--- src/rtl/sha256_message_digest_defines.svh ---
// Assertion macros for the SHA-256 digest block.
`ifndef SHA256_MESSAGE_DIGEST_DEFINES_SVH
`define SHA256_MESSAGE_DIGEST_DEFINES_SVH
`ifndef SYNTH
`define SHA_ASSERT_IMP(label, clk, rst_n, a, c) \
	label: assert property (@(posedge clk) disable iff (!rst_n) (a) |-> (c)) \
		else $error("assertion failed");
`define SHA_ASSERT_NXT(label, clk, rst_n, a, c) \
	label: assert property (@(posedge clk) disable iff (!rst_n) (a) |=> (c)) \
		else $error("assertion failed");
`else
`define SHA_ASSERT_IMP(label, clk, rst_n, a, c)
`define SHA_ASSERT_NXT(label, clk, rst_n, a, c)
`endif
`endif

--- src/rtl/sha_pkg.sv ---
package sha_pkg;

	typedef logic [31:0] word_t;

	// Command passed from front to back.
	typedef enum logic [1:0] {
		CMD_BLOCK = 2'd0,
		CMD_FINAL = 2'd1,
		CMD_FINAL_TWO = 2'd2
	} cmd_t;

	typedef struct packed {
		cmd_t cmd;
		logic [15:0][31:0] blk;
		logic [15:0][31:0] blk2;
	} job_t;

	typedef enum logic [2:0] {
		BK_IDLE,
		BK_ROUND,
		BK_ADD,
		BK_OUT
	} bk_state_t;

	localparam logic [7:0] PAD_BYTE = 8'h80;

	function automatic word_t iv(input logic [2:0] i);
		case (i)
			3'd0: iv = 32'h6a09e667;
			3'd1: iv = 32'hbb67ae85;
			3'd2: iv = 32'h3c6ef372;
			3'd3: iv = 32'ha54ff53a;
			3'd4: iv = 32'h510e527f;
			3'd5: iv = 32'h9b05688c;
			3'd6: iv = 32'h1f83d9ab;
			default: iv = 32'h5be0cd19;
		endcase
	endfunction

	function automatic word_t round_k(input logic [5:0] t);
		case (t)
			6'd0: round_k = 32'h428a2f98; 6'd1: round_k = 32'h71374491;
			6'd2: round_k = 32'hb5c0fbcf; 6'd3: round_k = 32'he9b5dba5;
			6'd4: round_k = 32'h3956c25b; 6'd5: round_k = 32'h59f111f1;
			6'd6: round_k = 32'h923f82a4; 6'd7: round_k = 32'hab1c5ed5;
			6'd8: round_k = 32'hd807aa98; 6'd9: round_k = 32'h12835b01;
			6'd10: round_k = 32'h243185be; 6'd11: round_k = 32'h550c7dc3;
			6'd12: round_k = 32'h72be5d74; 6'd13: round_k = 32'h80deb1fe;
			6'd14: round_k = 32'h9bdc06a7; 6'd15: round_k = 32'hc19bf174;
			6'd16: round_k = 32'he49b69c1; 6'd17: round_k = 32'hefbe4786;
			6'd18: round_k = 32'h0fc19dc6; 6'd19: round_k = 32'h240ca1cc;
			6'd20: round_k = 32'h2de92c6f; 6'd21: round_k = 32'h4a7484aa;
			6'd22: round_k = 32'h5cb0a9dc; 6'd23: round_k = 32'h76f988da;
			6'd24: round_k = 32'h983e5152; 6'd25: round_k = 32'ha831c66d;
			6'd26: round_k = 32'hb00327c8; 6'd27: round_k = 32'hbf597fc7;
			6'd28: round_k = 32'hc6e00bf3; 6'd29: round_k = 32'hd5a79147;
			6'd30: round_k = 32'h06ca6351; 6'd31: round_k = 32'h14292967;
			6'd32: round_k = 32'h27b70a85; 6'd33: round_k = 32'h2e1b2138;
			6'd34: round_k = 32'h4d2c6dfc; 6'd35: round_k = 32'h53380d13;
			6'd36: round_k = 32'h650a7354; 6'd37: round_k = 32'h766a0abb;
			6'd38: round_k = 32'h81c2c92e; 6'd39: round_k = 32'h92722c85;
			6'd40: round_k = 32'ha2bfe8a1; 6'd41: round_k = 32'ha81a664b;
			6'd42: round_k = 32'hc24b8b70; 6'd43: round_k = 32'hc76c51a3;
			6'd44: round_k = 32'hd192e819; 6'd45: round_k = 32'hd6990624;
			6'd46: round_k = 32'hf40e3585; 6'd47: round_k = 32'h106aa070;
			6'd48: round_k = 32'h19a4c116; 6'd49: round_k = 32'h1e376c08;
			6'd50: round_k = 32'h2748774c; 6'd51: round_k = 32'h34b0bcb5;
			6'd52: round_k = 32'h391c0cb3; 6'd53: round_k = 32'h4ed8aa4a;
			6'd54: round_k = 32'h5b9cca4f; 6'd55: round_k = 32'h682e6ff3;
			6'd56: round_k = 32'h748f82ee; 6'd57: round_k = 32'h78a5636f;
			6'd58: round_k = 32'h84c87814; 6'd59: round_k = 32'h8cc70208;
			6'd60: round_k = 32'h90befffa; 6'd61: round_k = 32'ha4506ceb;
			6'd62: round_k = 32'hbef9a3f7; default: round_k = 32'hc67178f2;
		endcase
	endfunction

endpackage

--- src/rtl/sha_front.sv ---
module sha_front import sha_pkg::*; (
	input  logic       clk,
	input  logic       arst_n,
	input  logic [7:0] message_byte,
	input  logic       byte_present,
	input  logic       final_item,
	input  logic       in_take,
	output logic       job_push,
	output job_t       job
);

	logic [15:0][31:0] blk_q;
	logic [60:0]       count_q;
	logic [15:0][31:0] nb;
	logic [60:0]       nc;
	logic [5:0]        pos;
	logic [3:0]        idx;
	logic [1:0]        lane;
	logic [63:0]       bits;

	always_comb begin
		nb = blk_q;
		nc = count_q;
		job_push = 1'b0;
		job.cmd = CMD_BLOCK;
		job.blk = blk_q;
		job.blk2 = '0;
		bits = '0;
		pos = count_q[5:0];
		idx = pos[5:2];
		lane = pos[1:0];
		if (in_take && byte_present) begin
			nb[idx][8*(3-lane) +: 8] = message_byte;
			nc = count_q + 61'd1;
			if (pos == 6'd63 && !final_item) begin
				job_push = 1'b1;
				job.blk = nb;
			end
		end
		if (in_take && final_item) begin
			pos = nc[5:0];
			idx = pos[5:2];
			lane = pos[1:0];
			if (byte_present && count_q[5:0] == 6'd63) begin
				// full block emitted along with a pure padding block
				job.blk = nb;
				job.blk2 = '0;
				job.blk2[0] = {PAD_BYTE, 24'd0};
				bits = {nc, 3'd0};
				job.blk2[14] = bits[63:32];
				job.blk2[15] = bits[31:0];
				job.cmd = CMD_FINAL_TWO;
			end else begin
				for (int i = 0; i < 16; i++) begin
					if (i[3:0] > idx) nb[i] = '0;
				end
				nb[idx][8*(3-lane) +: 8] = PAD_BYTE;
				for (int l = 0; l < 4; l++) begin
					if (l[1:0] > lane) nb[idx][8*(3-l) +: 8] = 8'd0;
				end
				bits = {nc, 3'd0};
				if (pos >= 6'd56) begin
					job.blk = nb;
					job.blk2 = '0;
					job.blk2[14] = bits[63:32];
					job.blk2[15] = bits[31:0];
					job.cmd = CMD_FINAL_TWO;
				end else begin
					job.blk = nb;
					job.blk[14] = bits[63:32];
					job.blk[15] = bits[31:0];
					job.cmd = CMD_FINAL;
				end
			end
			job_push = 1'b1;
			nc = '0;
		end
	end

	always_ff @(posedge clk or negedge arst_n) begin
		if (!arst_n) begin
			count_q <= '0;
		end else begin
			count_q <= nc;
		end
	end

	always_ff @(posedge clk) begin
		blk_q <= nb;
	end

endmodule

--- config.mk ---
export PLATFORM = sky130hd
export DESIGN_NAME = sha_front
export DESIGN_NICKNAME = d
export VERILOG_FILES = /design/src/rtl/sha256_message_digest_defines.svh /design/src/rtl/sha_pkg.sv /design/src/rtl/sha_front.sv
export SDC_FILE = /design/constraint.sdc
export NUM_CORES = 2
export LEC_CHECK = 0
export BUFFER_PORTS_ARGS = -buffer_cell sky130_fd_sc_hd__buf_4
export CORE_AREA = 2 2 404 406
export CTS_BUF_LIST = sky130_fd_sc_hd__clkbuf_4 sky130_fd_sc_hd__clkbuf_8
export CTS_CLUSTER_SIZE = 16
export DETAILED_ROUTE_END_ITERATION = 7
export DIE_AREA = 0 0 406 408
export PLACE_DENSITY = 0.43
export SLEW_MARGIN = 20
export SYNTH_ARGS = -nofsm -noshare
export SYNTH_HDL_FRONTEND = slang
export SYNTH_SLANG_ARGS = --single-unit
--- constraint.sdc ---
create_clock -name clk -period 7.4 [get_ports clk]
set_input_delay 1.48 -clock clk [delete_from_list [all_inputs] [get_ports clk]]
set_output_delay 1.48 -clock clk [all_outputs]
set_load 0.05 [all_outputs]
# Yosys cells after proc, flatten, opt, wreduce, memory -nomap -nowiden
# Index checks and enable logic that the tools add are counted.
[word_totals] out_inout_bits=1027 input_bits=13 reg_bits=573 word_cells=149
[op_classes] reduce_logical=7 n_eq_ne=1 shifts=4 add_sub_neg=5 muxes=90 magnitude_cmp=25
[op_table] op="2-to-1 mux 512 bit" count=16
[op_table] op="bitwise mux 512 bit" count=6
[op_table] op="2-to-1 mux 1026 bit" count=2
[op_table] op="2-to-1 mux 32 bit" count=51
[op_table] op="demux 32 bit (select 4 bit)" count=6
[op_table] op="2-to-1 mux 514 bit" count=1
[op_table] op="2-to-1 mux 61 bit" count=2
[op_table] op="negation 32 -> 34 bit" count=2
[op_table] op="variable shift 8 x 34 -> 32 bit (first input constant)" count=2
[op_table] op="adder 61 x 1 -> 61 bit (second input constant)" count=1
[op_table] op="variable part select 8 x 34 -> 32 bit" count=1
[op_table] op="variable part select 8 x 34 -> 32 bit (first input constant)" count=1
[op_table] op="greater-than comparator 4 bit (first input constant)" count=8
[op_table] op="2-to-1 mux 24 bit" count=1
[op_table] op="greater-than comparator 3 x 4 -> 1 bit (first input constant)" count=4
[op_table] op="2-to-1 mux 16 bit" count=1
[op_table] op="less-than comparator 4 x 5 -> 1 bit (second input constant)" count=2
[op_table] op="greater-or-equal comparator 4 x 1 -> 1 bit (second input constant)" count=2
[op_table] op="greater-than comparator 1 x 4 -> 1 bit (first input constant)" count=2
[op_table] op="greater-than comparator 2 x 4 -> 1 bit (first input constant)" count=2
[op_table] op="2-to-1 mux 8 bit" count=1
[op_table] op="== test 6 bit (second input constant)" count=1
[op_table] op="greater-or-equal comparator 6 bit (second input constant)" count=1
[op_table] op="logical AND 1 bit" count=6
[op_table] op="5 further kinds" count=10

# Logic depth before layout (Yosys ltp)
[depth] word_depth=28 mapped_depth=12 mapped_depth_nobuf=10

# Worst setup path after synthesis
# No wires, ideal clock.
[synth_path] kind="input-to-output" from="input port byte_present" to="output port job[767] (netlist name)" t_required_ps=5920 arrival_time_ps=4504 n_path_buf=3 path_slack_ps=1416 stages=10 cell_sequence="nand3_1 -> or3_1 -> buf_2 -> nand2_1 -> buf_4 -> buf_2 -> nand2_1 -> nor2_1 -> a21boi_0 -> o41ai_1"
[synth_lines] element="from (decl)" line_no="sha_front.sv:5" source="input logic byte_present,"
[synth_lines] element="to (decl)" line_no="sha_front.sv:9" source="output job_t job"

==> reports/qor.yml <==
worst_setup_path:
  rrSetupSlack_ns: 2.99
  critPathKind: "register to output port"
  required_ns: 5.92
  reg2reg_to: "blk_q[111]"
  r2r_start: "count_q[1]"
  critical_path_arrival_ns: 5.47
  critPathMaxFanout: 18
  r2r_cells: 11
  cp-start-kind: "register"
  cp-end-kind: "output port"
route:
  wire_per_inst_um: 27.80
  drt_iter0_drc: 3858
  vias: 37970
  first_pass_iters: 8
  drtAntennaViolNets: 0
  drc: 0
  viasPerCell: 4.905
  finalWirelength_um: 215200
timing:
  maxSlewViolCount: 0
  setup_ws_ns: 0.4531
  hold_slack_ns: 0.4553
  post-route-min-period_ns: 6.947
  finalCritPeriodShare_pct: 93.88
  hold_viol: 0
  setup-violations-final: 0
  rsz0062_at_grt: "no"
  slew_headroom_pct: 17.57
  max_freq_mhz: 144.0
  tightest_slew_ns: 1.232
  tns_ns: 0
  finClkSkew_ns: 0.05939
floorplan:
  rows: 148
  initial_core_util_pct: 21.15
  die-width_um: 406
  die_h_um: 408
  core_sq_um: 161700
  io_pins: 1040
  dieArea_sq_um: 165600
yosys:
  synth_cell_types: 101
  synth_top_area_share_pct: 29.98
  yosys-top-cells-area: "dfxtp_1 30%, nor2_1 13%, buf_4 10%"
  synth-edff-count: 0
  syn_inst: 4823
  yosys_warnings: 0
  syn_area_per_cell_sq_um: 7.088
  async_flop_share_pct: 10.65
  synth_ff_type: "dfxtp_1"
  synth_top_cell_by_area: "dfxtp_1"
  yosysSeqAreaShare_pct: 34.45
  syn_area_sq_um: 34180
  ys_seq_elements: 573
clocking:
  clk_latency_ns: 0.89
  hold_buffers: 0
  numCtsBuffers: 116
  postCtsSetupBuffers: 0
  cts_sinks: 573
  clk_pin_slew_ns: 0.05
  htree_levels: 3
  root_buffer: "clkbuf_8"
  cts_tree: "done"
  clk_path_buf_depth: 3
power:
  p_int_mw: 5.661
  sw_frac_of_total_pct: 36.93
  report.power.total_mw: 8.976
  pwr-share-clk_pct: 44.0
  p_comb_share_pct: 21.0
  power_density_nw_per_um2: 208.6
  p_seq_share_pct: 35.1
  leakagePower_nw: 17.50
  ir_worst_vdd_mv: 0.1202
  p_switching_mw: 3.315
global_route:
  antenna_found_initial: 18
  grt_pass1_vias: 34173
  grt_pass1_wl_um: 286300
  grt.total_usage_pct: 24.70
  grt-ovfl-total: 0
  grt_max_degree: 62
final_layout:
  multi_input_area_sq_um: 19520
  n_fill_cell: 18062
  finish.instance_area_sq_um: 43040
  area_delta_synth_final_pct: 25.89
  fin_util_pct: 26.62
  nets: 5480
  layout-drive-gt1-share_pct: 20.62
  stdcell_count: 7741
  regArea_sq_um: 11780
min_path:
  holdPathStages: 2
  min_to: "blk_q[408]"
  hp-start: "blk_q[408]"
  hp-class: "register to register"
place:
  post-place-ws_ns: 0.8108
  detailed_place_hpwl_um: 165900
  dp_cells: 7519
  place_congestion: 1.023
  dpl-instance-area_sq_um: 40270
  port_buffers: 589
job:
  max-cap-violations: 0
outcome:
  outcome: "completed"
[cells in the mapped netlist, drive strengths merged, types with 6 or more instances]
| master | count |
|---|---|
| a211o | 7 |
| a211oi | 11 |
| a21boi | 8 |
| a21o | 16 |
| a21oi | 592 |
| a221o | 15 |
| a22o | 94 |
| a22oi | 17 |
| a31oi | 14 |
| a32o | 27 |
| and2 | 35 |
| and3 | 26 |
| and4 | 9 |
| buf | 537 |
| clkbuf | 212 |
| dfrtp | 61 |
| dfxtp | 512 |
| inv | 22 |
| mux2i | 7 |
| nand2 | 603 |
| nand2b | 12 |
| nand3 | 62 |
| nand4 | 24 |
| nor2 | 1173 |
| nor3 | 51 |
| o211ai | 15 |
| o21a | 8 |
| o21ai | 292 |
| o221ai | 38 |
| o22ai | 74 |
| o2bb2ai | 73 |
| o311ai | 6 |
| o31ai | 20 |
| o32ai | 7 |
| or2 | 6 |
| or3 | 13 |
| xnor2 | 26 |
| xor2 | 35 |
[metal layers]
| layer | GRT usage [%] | wire (um) |
|---|---|---|
| met5 | 0 | 42 |
| met3 | 5.773 | 18280 |
| met2 | 39.93 | 98700 |
| met1 | 29.88 | 84410 |
| met4 | 14.13 | 13760 |
[repair_timing]
| action | CTS | global route |
|---|---|---|
| setup endpoints to repair | 0 | 1 |
| hold endpoints to repair | 0 | 0 |
| gates resized for setup | 0 | 1 |
[worst max-delay path by stage]
stage	start	end	slack (ns)	cells after the start
CTS	count_q[1]	job[988]	0.21	9
floorplan	byte_present	job[767]	1.42	10
global route	count_q[1]	job[988]	0.31	9
global placement	in_take	job[939]	0.88	14
detailed placement	in_take	job[939]	0.81	14
finish	count_q[1]	job[988]	0.45	9
[cells in the final DEF (no fill, tap or decap), types with 61 or more instances in the layout]
master / instances
dfxtp_1: 512
o2bb2ai_1: 73
o22ai_1: 73
nor2_1: 1155
o21ai_0: 252
a22o_1: 94
a21oi_1: 580
clkbuf_8: 146
conb_1: 450
nand2_1: 597
buf_4: 819
dfrtp_1: 61
[flip-flops by register name (all words and copies together), names as in the netlist]
register,cells
count_q,61
blk_q,512
[final cells by class]
class | count | area share (%)
tap | 2175 | 6.324
antenna | 4 | 0.02326
sequential | 573 | 27.36
clock inverter | 26 | 0.8897
multi-input combinational | 3928 | 45.36
clock buffer | 192 | 5.472
timing repair buffer | 821 | 14.38
inverter | 22 | 0.1919
[power groups by stage]
stage	Clock (mW)	Combinational, mW	Sequential, mW
2_1_floorplan	0	1.34	3.20
3_3_place_gp	0	1.86	3.21
3_5_place_dp	0	1.85	3.21
4_1_cts	4.04	1.85	3.15
5_1_grt	4.17	1.92	3.15
6_report	3.95	1.88	3.15
[kinds of logic after synthesis]
group                      after synthesis  share of synthesized area (%)
other                                    1                        0.01097
buffers and inverters                  771                          13.75
and+or+nand+nor                       2039                          24.65
muxes                                    9                         0.2709
adders and majority gates                5                         0.1830
AOI/OAI and AO/OA                     1364                          25.10
DFF                                    573                          34.45
xor gates and xnor gates                61                          1.585
[critical path, stage by stage, from the launching register on]
cell      delay, ns
dfrtp_1        0.73
ha_2           0.59
nand4_1        0.31
mux2i_1        0.22
a211o_1        0.73
o211ai_1       0.37
a21oi_1        0.72
o2bb2a_1       0.37
o21ai_0        0.26
buf_4          0.31
Note: power is estimated with default switching activity, not from simulation.
